**src/design/brm_pkg.sv**
```systemverilog
// Shared constants, types and state codes of the block RMS meter.
package brm_pkg;

   localparam int SAMPLE_BITS = 16;
   localparam int MAG_BITS    = SAMPLE_BITS + 1;
   localparam int SQ_BITS     = 2 * SAMPLE_BITS - 1;
   localparam int SUM_BITS    = 43;
   localparam int COUNT_BITS  = 13;
   localparam int LEVEL_BITS  = 16;
   localparam int MEAN_BITS   = 32;
   localparam int DIV_STEPS   = SUM_BITS;
   localparam int SQRT_STEPS  = MEAN_BITS / 2;
   localparam int STEP_BITS   = 6;

   localparam logic [COUNT_BITS-1:0] MAX_SAMPLES = COUNT_BITS'(4096);
   localparam logic [SUM_BITS-1:0]   SUM_MAX     = {SUM_BITS{1'b1}};
   localparam logic [LEVEL_BITS:0]   LEVEL_MAX   = (LEVEL_BITS + 1)'(32768);

   typedef enum logic [2:0] {
      ST_ACCUM,
      ST_FLUSH,
      ST_DIV,
      ST_SQRT,
      ST_OUT
   } state_type;

   typedef struct packed {
      logic accept;
      logic load_div;
      logic div_step;
      logic sqrt_step;
      logic out_load;
   } cmd_type;

   typedef struct packed {
      logic out_free;
   } status_type;

endpackage

```
**src/design/brm_ctrl.sv**
```systemverilog
// Controller of the block RMS meter: sequences accumulate, divide, root and output.
module brm_ctrl (
   input  logic                         clock,
   input  logic                         reset,
   input  logic                         req_valid,
   input  logic                         req_last,
   output logic                         req_ready,
   input  brm_pkg::status_type          status,
   output brm_pkg::cmd_type             cmd
);

   brm_pkg::state_type                state_ff, state_in;
   logic [brm_pkg::STEP_BITS-1:0]     step_ff, step_in;
   logic                              step_last;

   assign step_last = (step_ff == '0);

   always_ff @(posedge clock) begin
      if (reset) begin
         state_ff <= brm_pkg::ST_ACCUM;
         step_ff  <= '0;
      end else begin
         state_ff <= state_in;
         step_ff  <= step_in;
      end
   end

   // Next state. The block ends with the beat that carries the last flag.
   always_comb begin
      state_in = state_ff;
      unique case (state_ff)
         brm_pkg::ST_ACCUM: begin
            if (cmd.accept && req_last) state_in = brm_pkg::ST_FLUSH;
         end
         brm_pkg::ST_FLUSH: state_in = brm_pkg::ST_DIV;
         brm_pkg::ST_DIV: begin
            if (step_last) state_in = brm_pkg::ST_SQRT;
         end
         brm_pkg::ST_SQRT: begin
            if (step_last) state_in = brm_pkg::ST_OUT;
         end
         brm_pkg::ST_OUT: begin
            if (status.out_free) state_in = brm_pkg::ST_ACCUM;
         end
         default: state_in = brm_pkg::ST_ACCUM;
      endcase
   end

   // Iteration counter for the divide and root passes.
   always_comb begin
      step_in = step_ff;
      unique case (state_ff)
         brm_pkg::ST_FLUSH: step_in = brm_pkg::STEP_BITS'(brm_pkg::DIV_STEPS - 1);
         brm_pkg::ST_DIV: begin
            if (step_last) step_in = brm_pkg::STEP_BITS'(brm_pkg::SQRT_STEPS - 1);
            else           step_in = step_ff - 1'b1;
         end
         brm_pkg::ST_SQRT: begin
            if (!step_last) step_in = step_ff - 1'b1;
         end
         default: step_in = step_ff;
      endcase
   end

   // Outputs.
   always_comb begin
      req_ready     = (state_ff == brm_pkg::ST_ACCUM);
      cmd.accept    = req_ready && req_valid;
      cmd.load_div  = (state_ff == brm_pkg::ST_FLUSH);
      cmd.div_step  = (state_ff == brm_pkg::ST_DIV);
      cmd.sqrt_step = (state_ff == brm_pkg::ST_SQRT);
      cmd.out_load  = (state_ff == brm_pkg::ST_OUT) && status.out_free;
   end

endmodule

```
**src/design/brm_dp.sv**
```systemverilog
// Datapath of the block RMS meter: square accumulator, divider, root unit, output register.
module brm_dp (
   input  logic                                   clock,
   input  logic                                   reset,
   input  brm_pkg::cmd_type                       cmd,
   output brm_pkg::status_type                    status,
   input  logic signed [brm_pkg::SAMPLE_BITS-1:0] req_sample,
   output logic                                   rsp_valid,
   input  logic                                   rsp_ready,
   output logic [brm_pkg::LEVEL_BITS-1:0]         rsp_rms_level,
   output logic [brm_pkg::COUNT_BITS-1:0]         rsp_sample_count,
   output logic                                   rsp_overflow
);

   // Accumulation.
   logic [brm_pkg::MAG_BITS-1:0]      sample_ext, mag;
   logic [2*brm_pkg::MAG_BITS-1:0]    prod;
   logic [brm_pkg::SQ_BITS-1:0]       sq_ff, sq_in;
   logic [brm_pkg::SUM_BITS:0]        sum_wide;
   logic [brm_pkg::SUM_BITS-1:0]      sum_sat;
   logic [brm_pkg::SUM_BITS-1:0]      sum_ff, sum_in;
   logic [brm_pkg::COUNT_BITS-1:0]    count_ff, count_in;
   logic                              ovf_ff, ovf_in;
   logic                              room;

   // Division and root.
   logic [brm_pkg::SUM_BITS-1:0]      quot_ff, quot_in;
   logic [brm_pkg::COUNT_BITS-1:0]    divisor_ff, divisor_in;
   logic                              ovf_hold_ff, ovf_hold_in;
   logic [brm_pkg::COUNT_BITS-1:0]    drem_ff, drem_in;
   logic [brm_pkg::COUNT_BITS:0]      drem_sh;
   logic                              div_fits;
   logic [brm_pkg::LEVEL_BITS-1:0]    root_ff, root_in;
   logic [brm_pkg::LEVEL_BITS:0]      srem_ff, srem_in;
   logic [brm_pkg::LEVEL_BITS+2:0]    srem_sh, trial;
   logic                              sqrt_fits;

   // Output register.
   logic                              out_vld_ff, out_vld_in;
   logic [brm_pkg::LEVEL_BITS-1:0]    out_level_ff, out_level_in;
   logic [brm_pkg::COUNT_BITS-1:0]    out_count_ff, out_count_in;
   logic                              out_ovf_ff, out_ovf_in;

   assign sample_ext = {req_sample[brm_pkg::SAMPLE_BITS-1], req_sample};
   assign mag  = req_sample[brm_pkg::SAMPLE_BITS-1] ? (brm_pkg::MAG_BITS'(0) - sample_ext)
                                                     : sample_ext;
   assign prod = (2*brm_pkg::MAG_BITS)'(mag) * (2*brm_pkg::MAG_BITS)'(mag);
   assign room = (count_ff < brm_pkg::MAX_SAMPLES);

   assign sum_wide = {1'b0, sum_ff} + (brm_pkg::SUM_BITS + 1)'(sq_ff);
   assign sum_sat  = sum_wide[brm_pkg::SUM_BITS] ? brm_pkg::SUM_MAX
                                                 : sum_wide[brm_pkg::SUM_BITS-1:0];

   always_comb begin
      sq_in    = '0;
      count_in = count_ff;
      ovf_in   = ovf_ff;
      sum_in   = sum_sat;
      if (cmd.accept) begin
         if (room) begin
            sq_in    = prod[brm_pkg::SQ_BITS-1:0];
            count_in = count_ff + 1'b1;
         end else begin
            ovf_in = 1'b1;
         end
      end
      if (cmd.load_div) begin
         sum_in   = '0;
         count_in = '0;
         ovf_in   = 1'b0;
      end
   end

   // Restoring divide, one quotient bit a cycle; the quotient shifts in
   // where the dividend shifts out.
   assign drem_sh  = {drem_ff, quot_ff[brm_pkg::SUM_BITS-1]};
   assign div_fits = (drem_sh >= {1'b0, divisor_ff});

   // Digit-by-digit square root over the low word of the quotient.
   assign srem_sh   = {srem_ff, quot_ff[brm_pkg::MEAN_BITS-1 -: 2]};
   assign trial     = {1'b0, root_ff, 2'b01};
   assign sqrt_fits = (srem_sh >= trial);

   always_comb begin
      quot_in     = quot_ff;
      divisor_in  = divisor_ff;
      ovf_hold_in = ovf_hold_ff;
      drem_in     = drem_ff;
      root_in     = root_ff;
      srem_in     = srem_ff;
      if (cmd.load_div) begin
         quot_in     = sum_sat;
         divisor_in  = count_ff;
         ovf_hold_in = ovf_ff;
         drem_in     = '0;
         root_in     = '0;
         srem_in     = '0;
      end else if (cmd.div_step) begin
         quot_in = {quot_ff[brm_pkg::SUM_BITS-2:0], div_fits};
         drem_in = div_fits ? brm_pkg::COUNT_BITS'(drem_sh - {1'b0, divisor_ff})
                            : drem_sh[brm_pkg::COUNT_BITS-1:0];
      end else if (cmd.sqrt_step) begin
         quot_in = {quot_ff[brm_pkg::SUM_BITS-3:0], 2'b00};
         root_in = {root_ff[brm_pkg::LEVEL_BITS-2:0], sqrt_fits};
         srem_in = sqrt_fits ? (brm_pkg::LEVEL_BITS + 1)'(srem_sh - trial)
                             : srem_sh[brm_pkg::LEVEL_BITS:0];
      end
   end

   assign status.out_free = !out_vld_ff || rsp_ready;

   always_comb begin
      out_vld_in   = out_vld_ff && !rsp_ready;
      out_level_in = out_level_ff;
      out_count_in = out_count_ff;
      out_ovf_in   = out_ovf_ff;
      if (cmd.out_load) begin
         out_vld_in   = 1'b1;
         out_level_in = root_ff;
         out_count_in = divisor_ff;
         out_ovf_in   = ovf_hold_ff;
      end
   end

   always_ff @(posedge clock) begin
      if (reset) begin
         sq_ff      <= '0;
         sum_ff     <= '0;
         count_ff   <= '0;
         ovf_ff     <= 1'b0;
         out_vld_ff <= 1'b0;
      end else begin
         sq_ff      <= sq_in;
         sum_ff     <= sum_in;
         count_ff   <= count_in;
         ovf_ff     <= ovf_in;
         out_vld_ff <= out_vld_in;
      end
   end

   always_ff @(posedge clock) begin
      quot_ff      <= quot_in;
      divisor_ff   <= divisor_in;
      ovf_hold_ff  <= ovf_hold_in;
      drem_ff      <= drem_in;
      root_ff      <= root_in;
      srem_ff      <= srem_in;
      out_level_ff <= out_level_in;
      out_count_ff <= out_count_in;
      out_ovf_ff   <= out_ovf_in;
   end

   assign rsp_valid        = out_vld_ff;
   assign rsp_rms_level    = out_level_ff;
   assign rsp_sample_count = out_count_ff;
   assign rsp_overflow     = out_ovf_ff;

endmodule

```
**src/design/block_rms_meter.sv**
```systemverilog
// Top level of the block RMS meter: controller, datapath and checks.
// Samples of a block are taken one beat per cycle; each square is registered, then summed.
// After the beat marked last, the meter flushes, runs the divide pass (one quotient bit per
// step) and the root pass (one result bit per step); rsp_valid rises when the output is free.
// The next block's beats wait for that load, longer while the previous report waits unread.
// Synchronous active-high reset empties the sum, the count, the overflow mark and the output.
module block_rms_meter (
   input  logic                                   clock,
   input  logic                                   reset,
   input  logic                                   req_valid,
   output logic                                   req_ready,
   input  logic signed [brm_pkg::SAMPLE_BITS-1:0] req_sample,
   input  logic                                   req_last_sample,
   output logic                                   rsp_valid,
   input  logic                                   rsp_ready,
   output logic [brm_pkg::LEVEL_BITS-1:0]         rsp_rms_level,
   output logic [brm_pkg::COUNT_BITS-1:0]         rsp_sample_count,
   output logic                                   rsp_overflow
);

   brm_pkg::cmd_type    cmd;
   brm_pkg::status_type status;

   // The controller decides when beats are taken and steps the divider
   // and the root unit; the datapath holds all arithmetic and the result.
   brm_ctrl u_ctrl (
      .clock     (clock),
      .reset     (reset),
      .req_valid (req_valid),
      .req_last  (req_last_sample),
      .req_ready (req_ready),
      .status    (status),
      .cmd       (cmd)
   );

   brm_dp u_dp (
      .clock            (clock),
      .reset            (reset),
      .cmd              (cmd),
      .status           (status),
      .req_sample       (req_sample),
      .rsp_valid        (rsp_valid),
      .rsp_ready        (rsp_ready),
      .rsp_rms_level    (rsp_rms_level),
      .rsp_sample_count (rsp_sample_count),
      .rsp_overflow     (rsp_overflow)
   );

   // Once the last beat of a block is taken, no further beat is taken until
   // the result has been worked out.
   a_stop_after_last: assert property (@(posedge clock) disable iff (reset)
      (req_valid && req_ready && req_last_sample) |=> !req_ready)
      else $error("beat taken straight after the last beat of a block");

   // Every result counts at least one sample and no more than the limit.
   a_count_range: assert property (@(posedge clock) disable iff (reset)
      rsp_valid |-> (rsp_sample_count != '0 && rsp_sample_count <= brm_pkg::MAX_SAMPLES))
      else $error("result sample count out of range");

   // A block that ran over the limit reports exactly the limit as its count.
   a_overflow_count: assert property (@(posedge clock) disable iff (reset)
      (rsp_valid && rsp_overflow) |-> rsp_sample_count == brm_pkg::MAX_SAMPLES)
      else $error("overflowed block without a saturated count");

   // The level never exceeds full scale.
   a_level_range: assert property (@(posedge clock) disable iff (reset)
      rsp_valid |-> ({1'b0, rsp_rms_level} <= brm_pkg::LEVEL_MAX))
      else $error("RMS level beyond full scale");

endmodule

```
**config.mk**
```make
export PLATFORM = sky130hd
export DESIGN_NAME = block_rms_meter
export DESIGN_NICKNAME = d
export VERILOG_FILES = /design/src/design/brm_pkg.sv /design/src/design/brm_ctrl.sv /design/src/design/brm_dp.sv /design/src/design/block_rms_meter.sv
export SDC_FILE = /design/constraint.sdc
export NUM_CORES = 1
export LEC_CHECK = 0
export ABC_AREA = 1
export BUFFER_PORTS_ARGS = -buffer_cell sky130_fd_sc_hd__buf_2
export CAP_MARGIN = 20
export CORE_UTILIZATION = 50
export CTS_BUF_LIST = sky130_fd_sc_hd__clkbuf_4 sky130_fd_sc_hd__clkbuf_8 sky130_fd_sc_hd__clkbuf_16
export CTS_CLUSTER_DIAMETER = 30
export DETAILED_ROUTE_END_ITERATION = 16
export GPL_TIMING_DRIVEN = 1
export HOLD_SLACK_MARGIN = 0.05
export PLACE_DENSITY = 0.66
export SYNTH_ARGS = -nofsm -noshare
export SYNTH_HDL_FRONTEND = slang
export SYNTH_HIERARCHICAL = 1
export SYNTH_SLANG_ARGS = --single-unit
```
**constraint.sdc**
```tcl
create_clock -name clock -period 10.4 [get_ports clock]
set_input_delay 0.52 -clock clock [delete_from_list [all_inputs] [get_ports clock]]
set_output_delay 0.52 -clock clock [all_outputs]
set_load 0.05 [all_outputs]
```
Word level (Yosys, flattened, before mapping)

Index checks and enable logic that the tools add are counted.

Output and inout port bits: 32
Word-level logic and storage cells: 71
Bits in latches: 0
Memory bits (writable): 0
Bits of input ports: 21
Register bits: 231
Memories: 0
Memory bits (read-only): 0

$mul: 1
Muxes and demuxes: 16
Magnitude comparators: 3
$add $sub $neg: 6
Div/mod/pow operators: 0
Shift operators: 0
Reductions and logical operators: 17
Bitwise logic cells: 3
Eq/ne operators: 9

Operator list:

| kind                                                | count |
|---|---|
| two-way mux 43 bit                                  | 4 |
| adder 43 x 31 -> 44 bit                             | 1 |
| two-way mux 17 bit                                  | 2 |
| multiplier 17 x 17 -> 31 bit                        | 1 |
| greater-or-equal comparator 19 x 18 -> 1 bit        | 1 |
| case mux 6 bit (3 select lines)                     | 1 |
| subtractor 1 x 16 -> 17 bit, first input constant   | 1 |
| subtractor 17 bit                                   | 1 |
| case mux 3 bit (5 select lines)                     | 1 |
| greater-or-equal comparator 14 x 13 -> 1 bit        | 1 |
| adder 13 x 1 -> 13 bit, second input constant       | 1 |
| less-than comparator 13 bit, second input constant  | 1 |
| two-way mux 13 bit                                  | 1 |
| subtractor 13 bit                                   | 1 |
| two-way mux 3 bit                                   | 4 |
| two-way mux 6 bit                                   | 2 |
| != test 2 x 1 -> 1 bit, second input constant       | 4 |
| AND reduction 2 bit                                 | 4 |
| equality test 3 x 2 -> 1 bit, second input constant | 2 |
| logical NOT 6 bit                                   | 1 |
| subtractor 6 x 1 -> 6 bit, second input constant    | 1 |
| logical AND 1 bit                                   | 4 |
| AND reduction 4 bit                                 | 1 |
| equality test 3 x 1 -> 1 bit, second input constant | 1 |
| 10 further kinds                                    | 13 |

Longest topological paths before layout

Gate-level depths: netlist (run 1).

Depth in word-level cells: 5
Mapped depth: 35
Mapped depth without buffers: 35

Modules after synthesis

The synthesis (run 1) kept the hierarchy.

Modules (own cells, without submodules):

| module   | cells an instance | seq. area each (sq um) | instances | area each (sq um) |
|---|---|---|---|---|
| brm_dp   | 2,931             | 5,295.1                | 1         | 21,192.8 |
| brm_ctrl | 96                | 180.2                  | 1         | 630.6 |

Worst setup path after synthesis (run 1)

No wires, ideal clock.

Kind: input-to-reg
From: input port req_sample[0] in the netlist's numbering
To: register u_dp/sq_ff[30] in the netlist's numbering
Setup time: 0.115 ns
Slack: 3.821 ns
Stages: 30
Path buffers: 2
Arrival: 6.464 ns
Data required time: 10.285 ns
Cell sequence: inv_2 -> clkbuf_1 -> ha_1 -> nand4_1 -> inv_1 -> a21oi_1 -> o21ai_0 -> nand2_1 -> inv_1 -> buf_2 -> nand2_1 -> fa_1 -> inv_1 -> fa_1 -> fa_1 -> fa_1 -> fa_1 -> inv_1 -> fa_1 -> inv_1 -> ha_1 -> a21o_1 -> a21boi_0 -> nand2_1 -> nand2_1 -> nand2_1 -> nor2_1 -> nand3_1 -> nand2_1 -> nor2_1

Cells in the longest elaborated chain, start to end: 3

RTL lines:

| what                             | RTL line              | RTL |
|---|---|---|
| from (decl)                      | block_rms_meter.sv:12 | `input logic signed [brm_pkg::SAMPLE_BITS-1:0] req_sample,` |
| subtractor 1 x 16 -> 17 bit      | brm_dp.sv:45          | `assign mag = req_sample[brm_pkg::SAMPLE_BITS-1] ? (brm_pkg::MAG_BITS'(0) - sample_ext)` |
| two-way mux 17 bit (*)           | brm_dp.sv:45          |  |
| multiplier 17 x 17 -> 31 bit (*) | brm_dp.sv:47          | `assign prod = (2*brm_pkg::MAG_BITS)'(mag) * (2*brm_pkg::MAG_BITS)'(mag);` |
| to (signal assigned)             | brm_dp.sv:133         | `sq_ff <= sq_in;` |
| to (decl)                        | brm_dp.sv:18          | `logic [brm_pkg::SQ_BITS-1:0] sq_ff, sq_in;` |

Every way passes the cells marked *; elsewhere a longest branch is shown, timed or not.
A chain may end at the register's enable or synchronous reset.

Worst setup path after layout (run 1)

From: input port req_sample[0] in the netlist's numbering
To: register u_dp/sq_ff[26] in the netlist's numbering

The elaborated chain is that of the path after synthesis.

==> results of run 1 <==
-- through the flow --
| step | util, % | cells | hold WS, ns | area, um2 |
|---|---|---|---|---|
| after global routing | 57.2 | 3745 | 0.294 | 24700 |
| after global placement | 52.8 | 3648 | 0.415 | 22800 |
| after CTS | 57.2 | 3744 | 0.260 | 24600 |
| after floorplan | - | 3058 | 0.400 | 21900 |
| after detailed placement | 52.8 | 3648 | 0.414 | 22800 |
| final | 57.2 | 3745 | 0.274 | 24700 |
-- worst max-delay path: stages --
cell      delay, ns
buf_2          0.14
inv_2          0.22
nand3_1        0.17
inv_1          0.11
a21oi_1        0.08
xor2_1         0.90
inv_1          0.42
nor2_1         0.27
inv_1          0.09
fa_1           0.50
fa_1           0.54
inv_1          0.05
fa_1           0.52
fa_1           0.45
fa_1           0.55
inv_1          0.05
fa_1           0.53
inv_1          0.04
ha_1           0.35
a21o_1         0.23
a21boi_0       0.35
nor3_1         0.08
nor2_1         0.18
o211ai_1       0.22
nor2_1         0.15
nor2_1         0.06
-- per-layer routing --
layer / track usage, % / vias to the layer above / part of all wire [%]
met5: 0 / - / 0
met1: 35.4 / 9014 / 45
met2: 46.3 / 479 / 47
met4: 7.17 / 0 / 2.1
met3: 3.02 / 84 / 5.3
li1: - / 9417 / -
-- cells in the mapped netlist (all sizes together) --
library cell | n | area share [%]
a22oi | 26 | 0.89
and2 | 2 | 0.057
a21oi | 124 | 2.9
ha | 156 | 8.9
edfxtp | 87 | 12
o21bai | 15 | 0.53
xor2 | 29 | 1.2
xnor2 | 17 | 0.68
nor4 | 2 | 0.057
nor2 | 309 | 5.5
a31oi | 5 | 0.14
o21ai | 108 | 2.5
dfxtp | 143 | 13
fa | 194 | 18
a21o | 5 | 0.17
inv | 675 | 12
o21a | 3 | 0.10
a21boi | 2 | 0.069
conb | 2 | 0.034
o211ai | 2 | 0.069
nand4 | 29 | 0.86
nand2 | 840 | 15
clkbuf | 34 | 0.58
nand2b | 1 | 0.029
a211oi | 3 | 0.10
buf | 21 | 0.59
nand3b | 8 | 0.28
or2 | 3 | 0.086
nor3 | 24 | 0.57
and3 | 1 | 0.029
clkinv | 2 | 0.040
nand3 | 153 | 3.7
or3 | 1 | 0.029
o21ba | 1 | 0.046
-- how the worst max path moves through the flow --
stage	startpoint	to	depth (start not counted)	slack, ns
2_1_floorplan	req_sample[0]	u_dp/sq_ff[30]	30	3.82
3_3_place_gp	req_sample[0]	u_dp/sq_ff[26]	26	2.78
3_5_place_dp	req_sample[0]	u_dp/sq_ff[26]	27	2.59
4_1_cts	req_sample[0]	u_dp/sq_ff[26]	27	3.18
5_1_grt	req_sample[0]	u_dp/sq_ff[26]	27	2.63
6_report	req_sample[0]	u_dp/sq_ff[26]	26	3.06
-- registers in the layout (all words and copies together), names as in the netlist --
name	count
u_dp/srem_ff	17
u_ctrl/step_ff	6
u_dp/rsp_overflow	1
u_dp/divisor_ff	13
u_dp/quot_ff	43
u_dp/rsp_valid	1
u_ctrl/state_ff	3
u_dp/ovf_hold_ff	1
u_dp/count_ff	13
u_dp/ovf_ff	1
u_dp/sq_ff	30
u_dp/drem_ff	13
u_dp/rsp_rms_level	16
u_dp/rsp_sample_count	13
u_dp/sum_ff	43
u_dp/root_ff	16
-- cell type report --
cell class / count / area [um2]
Fill cell: 4135 / 18400
Clock inverter: 30 / 384
Multi-Input combinational cell: 2096 / 13700
Tap cell: 585 / 732
Clock buffer: 66 / 1490
Sequential cell: 230 / 5480
Inverter: 677 / 2550
Timing Repair Buffer: 61 / 340
-- cells by family after synthesis --
group,count (synthesis),synth area share [%]
xor gates and xnor gates,46,1.88
AOI/OAI and AO/OA,294,7.50
DFF,230,25.1
and+or+nand+nor,1373,25.9
other,2,0.0344
buffers and inverters,732,12.8
adders and majority gates,350,26.7
==> results.sh, run 1 <==
export IMPL_placement_rows=76
export IMPL_tns_ns=0
export IMPL_dieArea_mm2=0.0445
export IMPL_arrival_ns=7.80
export IMPL_postCtsSetupBuffers=0
export IMPL_critical_path_required_ns=10.86
export IMPL_cts_hold_buffers_added=0
export IMPL_worst_r2r_cell_count=11
export IMPL_die_w_um=211
export IMPL_timing_critical_path_fanout_max=14
export IMPL_grt_antenna_before_repair=0
export IMPL_avgViaCountPerCell=5.07
export IMPL_number_of_slew_limit_violations_in_the_final_report=0
export IMPL_cts_buffers=51
export IMPL_worst_setup_path_start_kind="input port"
export IMPL_synthesis_area_per_instance_um2=7.21
export IMPL_routed_wire_length_per_instance_um=15.0
export IMPL_classification_of_the_worst_setup_path="in2reg"
export IMPL_final_period_minus_worst_setup_slack_ns=7.34
export IMPL_worstSkewPairLatency_ns=0.58
export IMPL_regToRegStartpoint="u_dp/sq_ff[2]"
export IMPL_design_portCount=53
export IMPL_critical_path_reg2reg_endpoint="u_dp/quot_ff[42]"
export IMPL_detail_route_iter0_violations=1289
export IMPL_final_count_of_hold_timing_violations=0
export IMPL_skew_ns=0.0249
export IMPL_syn2layout_area_growth_pct=13.0
export IMPL_run_status="completed"
export IMPL_mostFrequentLayoutCell="nand2_1"
export IMPL_hp_start="rsp_ready"
export IMPL_gp_congestion=0.958
export IMPL_syn_inst=3027
export IMPL_grt_max_degree=60
export IMPL_synth_seq_cells=230
export IMPL_final_min_period_over_clock_period_pct=70.6
export IMPL_max_freq_mhz=136
export IMPL_ys_seq_area_share_pct=25.1
export IMPL_netlist_cell_type_count=54
export IMPL_detailed_routing_iteration_count_for_the_pre_antenna_repair_pass=6
export IMPL_die_y_um=211
export IMPL_grt_ovfl_total=0
export IMPL_grt_pass1_vias=19500
export IMPL_drt_drc_violations_left=0
export IMPL_detailedPlacementHpwl_um=44700
export IMPL_clockRootBuffer="clkbuf_16"
export IMPL_worst_hold_path_type="in2reg"
export IMPL_setup_reg_to_reg_worst_slack_ns=6.84
export IMPL_min_to="u_dp/rsp_valid"
export IMPL_core_area_mm2=0.0431
export IMPL_max_slew_margin_rel_pct=23.0
export IMPL_cts_resized=0
export IMPL_place_ws_ns=2.59
export IMPL_grt_pass1_wl_um=95500
export IMPL_clock_tree_from_tritoncts="done"
export IMPL_numPortBuffers=52
export IMPL_synth_yosys_warnings=6
export IMPL_initial_core_util_pct=50.7
export IMPL_hold_depth=4
export IMPL_final_setup_viol_count=0
export IMPL_vias=19000
export IMPL_max_cap_viol_count=0
export IMPL_final_setup_worst_slack_ns=3.06
export IMPL_num_antenna_cells=0
export IMPL_route_antenna_remaining_nets=0
export IMPL_h_tree_lvls=2
export IMPL_end_kind="flip-flop"
export IMPL_tritoncts_num_sinks=230
export IMPL_cts_clock_pin_slew_for_the_worst_setup_and_hold_paths_ns=0.04
export IMPL_drive_above_1_share_pct=6.77
export IMPL_netlist_area_mm2=0.0218
export IMPL_timing_worst_slew_pin_value_ns=1.15
export IMPL_track_usage_pct=26.7
export IMPL_postRouteWirelength_um=56200
export IMPL_final_cell_mix="nand2_1 (823), inv_1 (663), nor2_1 (298), fa_1 (194), ha_1 (156)"
export IMPL_max_clock_path_buffers=3
export IMPL_nets=3488
export IMPL_setup_repair_after_global_routing_missed_its_margin="false"
Power of run 1 is not shown: default switching activity piles up to over one toggle a cycle in this logic, so the estimate is an artifact.
==> run 2, diff against run 1 <==
==> constraint.sdc (replaced) <==
create_clock -name clock -period 7.6 [get_ports clock]
set_input_delay 0.38 -clock clock [delete_from_list [all_inputs] [get_ports clock]]
set_output_delay 0.38 -clock clock [all_outputs]
set_load 0.05 [all_outputs]
==> run 2 against run 1 <==
Against the previous run: utilization is 0.081 points higher; routed wire length rose by 0.14%; die area is the same; final area grew 0.14%; critical path depth increased by 3; register-to-register slack got worse by 2.3 ns; non-clock buffer count increased by 13; via count about the same; global-route usage grew 0.070 points.
==> results.sh, run 2 (same netlist as run 1, synthesis figures left out) <==
export IMPL_run_status="completed"
export IMPL_dieArea_mm2=0.0445
export IMPL_grt_antenna_before_repair=0
export IMPL_track_usage_pct=26.8
export IMPL_timing_worst_slew_pin_value_ns=0.847
export IMPL_mostFrequentLayoutCell="nand2_1"
export IMPL_hp_start="rsp_ready"
export IMPL_max_stage_delay_ns=0.55
export IMPL_worstSkewPairLatency_ns=0.57
export IMPL_tritoncts_num_sinks=230
export IMPL_h_tree_lvls=2
export IMPL_core_area_mm2=0.0431
export IMPL_clockRootBuffer="clkbuf_16"
export IMPL_nets=3500
export IMPL_final_cell_mix="nand2_1 (823), inv_1 (663), nor2_1 (298), fa_1 (194), ha_1 (156)"
export IMPL_cts_buffers=50
export IMPL_syn2layout_area_growth_pct=13.2
export IMPL_avgViaCountPerCell=5.06
export IMPL_min_to="u_dp/rsp_valid"
export IMPL_grt_pass1_wl_um=95400
export IMPL_timing_critical_path_fanout_max=14
export IMPL_setup_reg_to_reg_worst_slack_ns=4.50
export IMPL_cts_hold_buffers_added=0
export IMPL_grt_ovfl_total=0
export IMPL_hold_depth=4
export IMPL_cts_clock_pin_slew_for_the_worst_setup_and_hold_paths_ns=0.05
export IMPL_detail_route_iter0_violations=1320
export IMPL_critical_path_reg2reg_endpoint="u_dp/srem_ff[10]"
export IMPL_numPortBuffers=52
export IMPL_drt_drc_violations_left=0
export IMPL_final_min_period_over_clock_period_pct=86.8
export IMPL_vias=19000
export IMPL_postRouteWirelength_um=56300
export IMPL_worst_r2r_cell_count=11
export IMPL_die_y_um=211
export IMPL_final_setup_viol_count=0
export IMPL_grt_pass1_vias=19300
export IMPL_gp_congestion=0.964
export IMPL_top_regs="u_dp/quot_ff (43), u_dp/sum_ff (43), u_dp/sq_ff (30)"
export IMPL_regToRegStartpoint="u_ctrl/state_ff[0]"
export IMPL_final_period_minus_worst_setup_slack_ns=6.59
export IMPL_final_count_of_hold_timing_violations=0
export IMPL_num_antenna_cells=0
export IMPL_postCtsSetupBuffers=0
export IMPL_critical_path_required_ns=8.07
export IMPL_initial_core_util_pct=50.7
export IMPL_grt_max_degree=64
export IMPL_arrival_ns=7.06
export IMPL_worst_setup_path_start_kind="input port"
export IMPL_detailed_routing_iteration_count_for_the_pre_antenna_repair_pass=7
export IMPL_max_slew_margin_rel_pct=43.5
export IMPL_cpMaxStageDelayCell="fa_1"
export IMPL_drive_above_1_share_pct=7.19
export IMPL_setup_repair_after_global_routing_missed_its_margin="false"
export IMPL_tns_ns=0
export IMPL_place_inst=3662
export IMPL_worst_hold_path_type="in2reg"
export IMPL_die_w_um=211
export IMPL_max_clock_path_buffers=3
export IMPL_skew_ns=0.0199
export IMPL_cts_resized=0
export IMPL_routed_wire_length_per_instance_um=15.0
export IMPL_design_portCount=53
export IMPL_layout_cells_excl_fill=3756
export IMPL_placement_rows=76
export IMPL_route_antenna_remaining_nets=0
export IMPL_max_cap_viol_count=0
export IMPL_detailedPlacementHpwl_um=44700
export IMPL_clock_tree_from_tritoncts="done"
export IMPL_number_of_slew_limit_violations_in_the_final_report=0
export IMPL_end_kind="flip-flop"
export IMPL_classification_of_the_worst_setup_path="in2reg"
export IMPL_max_freq_mhz=152
[run 2: critical path: cells and delay by family]
family | cells | cell delay, ns
AOI/OAI and AO/OA | 4 | 0.80
adders and majority gates | 8 | 3.75
buffers and inverters | 7 | 1.01
and+or+nand+nor | 10 | 1.14
[run 2: how the worst max path moves through the flow]
stage / start / cells after the start / end / slack [ns]
2_1_floorplan: req_sample[0] / 30 / u_dp/sq_ff[30] / 1.16
3_3_place_gp: req_sample[0] / 26 / u_dp/sq_ff[25] / 0.64
3_5_place_dp: req_sample[0] / 29 / u_dp/sq_ff[24] / 0.47
4_1_cts: req_sample[0] / 29 / u_dp/sq_ff[24] / 1.04
5_1_grt: req_sample[0] / 29 / u_dp/sq_ff[24] / 0.48
6_report: req_sample[0] / 29 / u_dp/sq_ff[25] / 1.01
[run 2: metrics by stage]
step	cell area, um2	setup WS, ns	hold WS (ns)	util, %
floorplan	21900	1.16	0.400	-
global placement	22900	0.636	0.411	53.1
detailed placement	22900	0.466	0.415	53.1
CTS	24700	1.04	0.0659	57.3
global route	24700	0.478	0.104	57.3
finish	24700	1.01	0.0953	57.3
[run 2: routing by layer]
metal | up-vias | wire [um] | GRT usage, %
met5 | - | 0 | 0
met2 | 466 | 27000 | 46.3
li1 | 9458 | - | -
met1 | 8990 | 25200 | 35.0
met4 | 0 | 1190 | 7.87
met3 | 76 | 2950 | 3.49
[run 2: area by class of cell]
type / count / area [um2]
Clock inverter: 33 / 418
Timing Repair Buffer: 74 / 438
Fill cell: 4097 / 18400
Inverter: 677 / 2550
Tap cell: 585 / 732
Multi-Input combinational cell: 2096 / 13700
Clock buffer: 61 / 1390
Sequential cell: 230 / 5480
Power of run 2 is left out for the same reason.
==> run 3, diff against run 2 <==
==> constraint.sdc (replaced) <==
create_clock -name clock -period 7.6 [get_ports clock]
set_input_delay 0.76 -clock clock [delete_from_list [all_inputs] [get_ports clock]]
set_output_delay 0.76 -clock clock [all_outputs]
set_load 0.05 [all_outputs]
==> run 3 against run 2 <==
Against the previous run: critical path type unchanged; flip-flop and latch count unchanged; routed wire length decreased by 1.2%; critical path depth is 4 higher; worst hold slack better by 0.34 ns.
==> results.sh, run 3 (same netlist as run 1, synthesis figures left out) <==
export IMPL_grt_ovfl_total=0
export IMPL_syn2layout_area_growth_pct=13.9
export IMPL_hp_start="u_dp/ovf_ff"
export IMPL_area_of_the_multi_input_gates_mm2=0.0137
export IMPL_number_of_slew_limit_violations_in_the_final_report=0
export IMPL_crit_path_most_repeated_cell="nand2_1"
export IMPL_postCtsSetupBuffers=0
export IMPL_final_cell_mix="nand2_1 (823), inv_1 (663), nor2_1 (298), fa_1 (194), ha_1 (156)"
export IMPL_fillers=4150
export IMPL_setup_repair_after_global_routing_missed_its_margin="false"
export IMPL_drt_drc_violations_left=0
export IMPL_grt_antenna_before_repair=0
export IMPL_clock_tree_from_tritoncts="done"
export IMPL_cts_resized=0
export IMPL_grt_pass1_wl_um=94000
export IMPL_skew_ns=0.0242
export IMPL_route_antenna_remaining_nets=0
export IMPL_hold_depth=0
export IMPL_final_min_period_over_clock_period_pct=89.4
export IMPL_max_cap_viol_count=0
export IMPL_nets=3509
export IMPL_cp_buffers_inverters=9
export IMPL_critical_path_required_ns=8.07
export IMPL_drive_above_1_share_pct=7.50
export IMPL_worstSkewPairLatency_ns=0.58
export IMPL_routed_wire_length_per_instance_um=14.7
export IMPL_max_slew_margin_rel_pct=46.1
export IMPL_final_count_of_hold_timing_violations=0
export IMPL_max_clock_path_buffers=3
export IMPL_stdcell_area_mm2=0.0249
export IMPL_regToRegStartpoint="u_dp/sq_ff[2]"
export IMPL_gp_congestion=0.951
export IMPL_classification_of_the_worst_setup_path="in2reg"
export IMPL_detailedPlacementHpwl_um=44400
export IMPL_top_regs="u_dp/quot_ff (43), u_dp/sum_ff (43), u_dp/sq_ff (30)"
export IMPL_numPortBuffers=52
export IMPL_run_status="completed"
export IMPL_vias=19000
export IMPL_h_tree_lvls=2
export IMPL_detailed_routing_iteration_count_for_the_pre_antenna_repair_pass=6
export IMPL_worst_path_top_cell_family_by_delay="adder cells"
export IMPL_final_period_minus_worst_setup_slack_ns=6.80
export IMPL_grt_pass1_vias=19400
export IMPL_clockRootBuffer="clkbuf_16"
export IMPL_final_seq_area_mm2=0.00548
export IMPL_placement_rows=76
export IMPL_mostFrequentLayoutCell="nand2_1"
export IMPL_dieArea_mm2=0.0445
export IMPL_worst_setup_path_start_kind="input port"
export IMPL_arrival_ns=7.27
export IMPL_worst_path_stages=33
export IMPL_postRouteWirelength_um=55600
export IMPL_num_antenna_cells=0
export IMPL_timing_critical_path_fanout_max=10
export IMPL_initial_core_util_pct=50.7
export IMPL_dpl_cell_area_mm2=0.0229
export IMPL_track_usage_pct=26.4
export IMPL_hold_ws_ns=0.435
export IMPL_cpMaxStageDelayCell="fa_1"
export IMPL_worst_r2r_cell_count=11
export IMPL_core_area_mm2=0.0431
export IMPL_die_w_um=211
export IMPL_layout_cells_excl_fill=3770
export IMPL_timing_worst_slew_pin_value_ns=0.808
export IMPL_cts_buffers=56
export IMPL_grt_max_degree=60
export IMPL_avgViaCountPerCell=5.04
export IMPL_die_y_um=211
export IMPL_setup_worst_path_start="req_sample[0]"
export IMPL_worst_hold_path_type="reg2reg"
export IMPL_end_kind="flip-flop"
export IMPL_place_inst=3664
export IMPL_cts_hold_buffers_added=0
export IMPL_max_freq_mhz=147
export IMPL_max_stage_delay_ns=0.59
export IMPL_cts_clock_pin_slew_for_the_worst_setup_and_hold_paths_ns=0.05
export IMPL_final_setup_viol_count=0
export IMPL_tritoncts_num_sinks=230
export IMPL_tns_ns=0
export IMPL_detail_route_iter0_violations=1322
export IMPL_design_portCount=53
## run 3: cell count changes in the layout (fill, tap and decap cells not counted), sizes merged
cell      previous run  this run
inv                680       683
clkinvlp             7         2
bufinv               7         6
clkinv              16        27
clkbuf              61        64
buf                 74        77
## run 3: layout make-up
class                   instances  area share [%]
clock buffers                  64            6.07
clock inverters                41            1.74
inverters                     677            10.2
multi-input cells            2096            55.1
flip-flops and latches        230            22.0
well taps                     585            2.94
repair buffers                 77            1.93
## run 3: layer usage
layer  up-vias  GRT usage, %  part of all wire [%]
li1       9480             -                     -
met1      9004          34.2                    44
met2       447          45.9                    48
met3        81          3.91                   5.3
met4         0          7.22                   2.2
met5         -             0                     0
## run 3: through the flow
stage | util [%] | worst slack, ns
after floorplan | - | 0.781
after global placement | 53.1 | 0.345
after detailed placement | 53.2 | 0.309
after CTS | 57.7 | 0.900
after global routing | 57.7 | 0.455
final | 57.7 | 0.804
## run 3: path summary, 6_finish.rpt
check                                        end  slack (ns)
worst max register to register  u_dp/quot_ff[42]        4.08
worst min register to register  u_dp/ovf_hold_ff        0.43
worst min-delay path            u_dp/ovf_hold_ff        0.43
worst max-delay path              u_dp/sq_ff[22]        0.80
Power of run 3 is left out for the same reason.
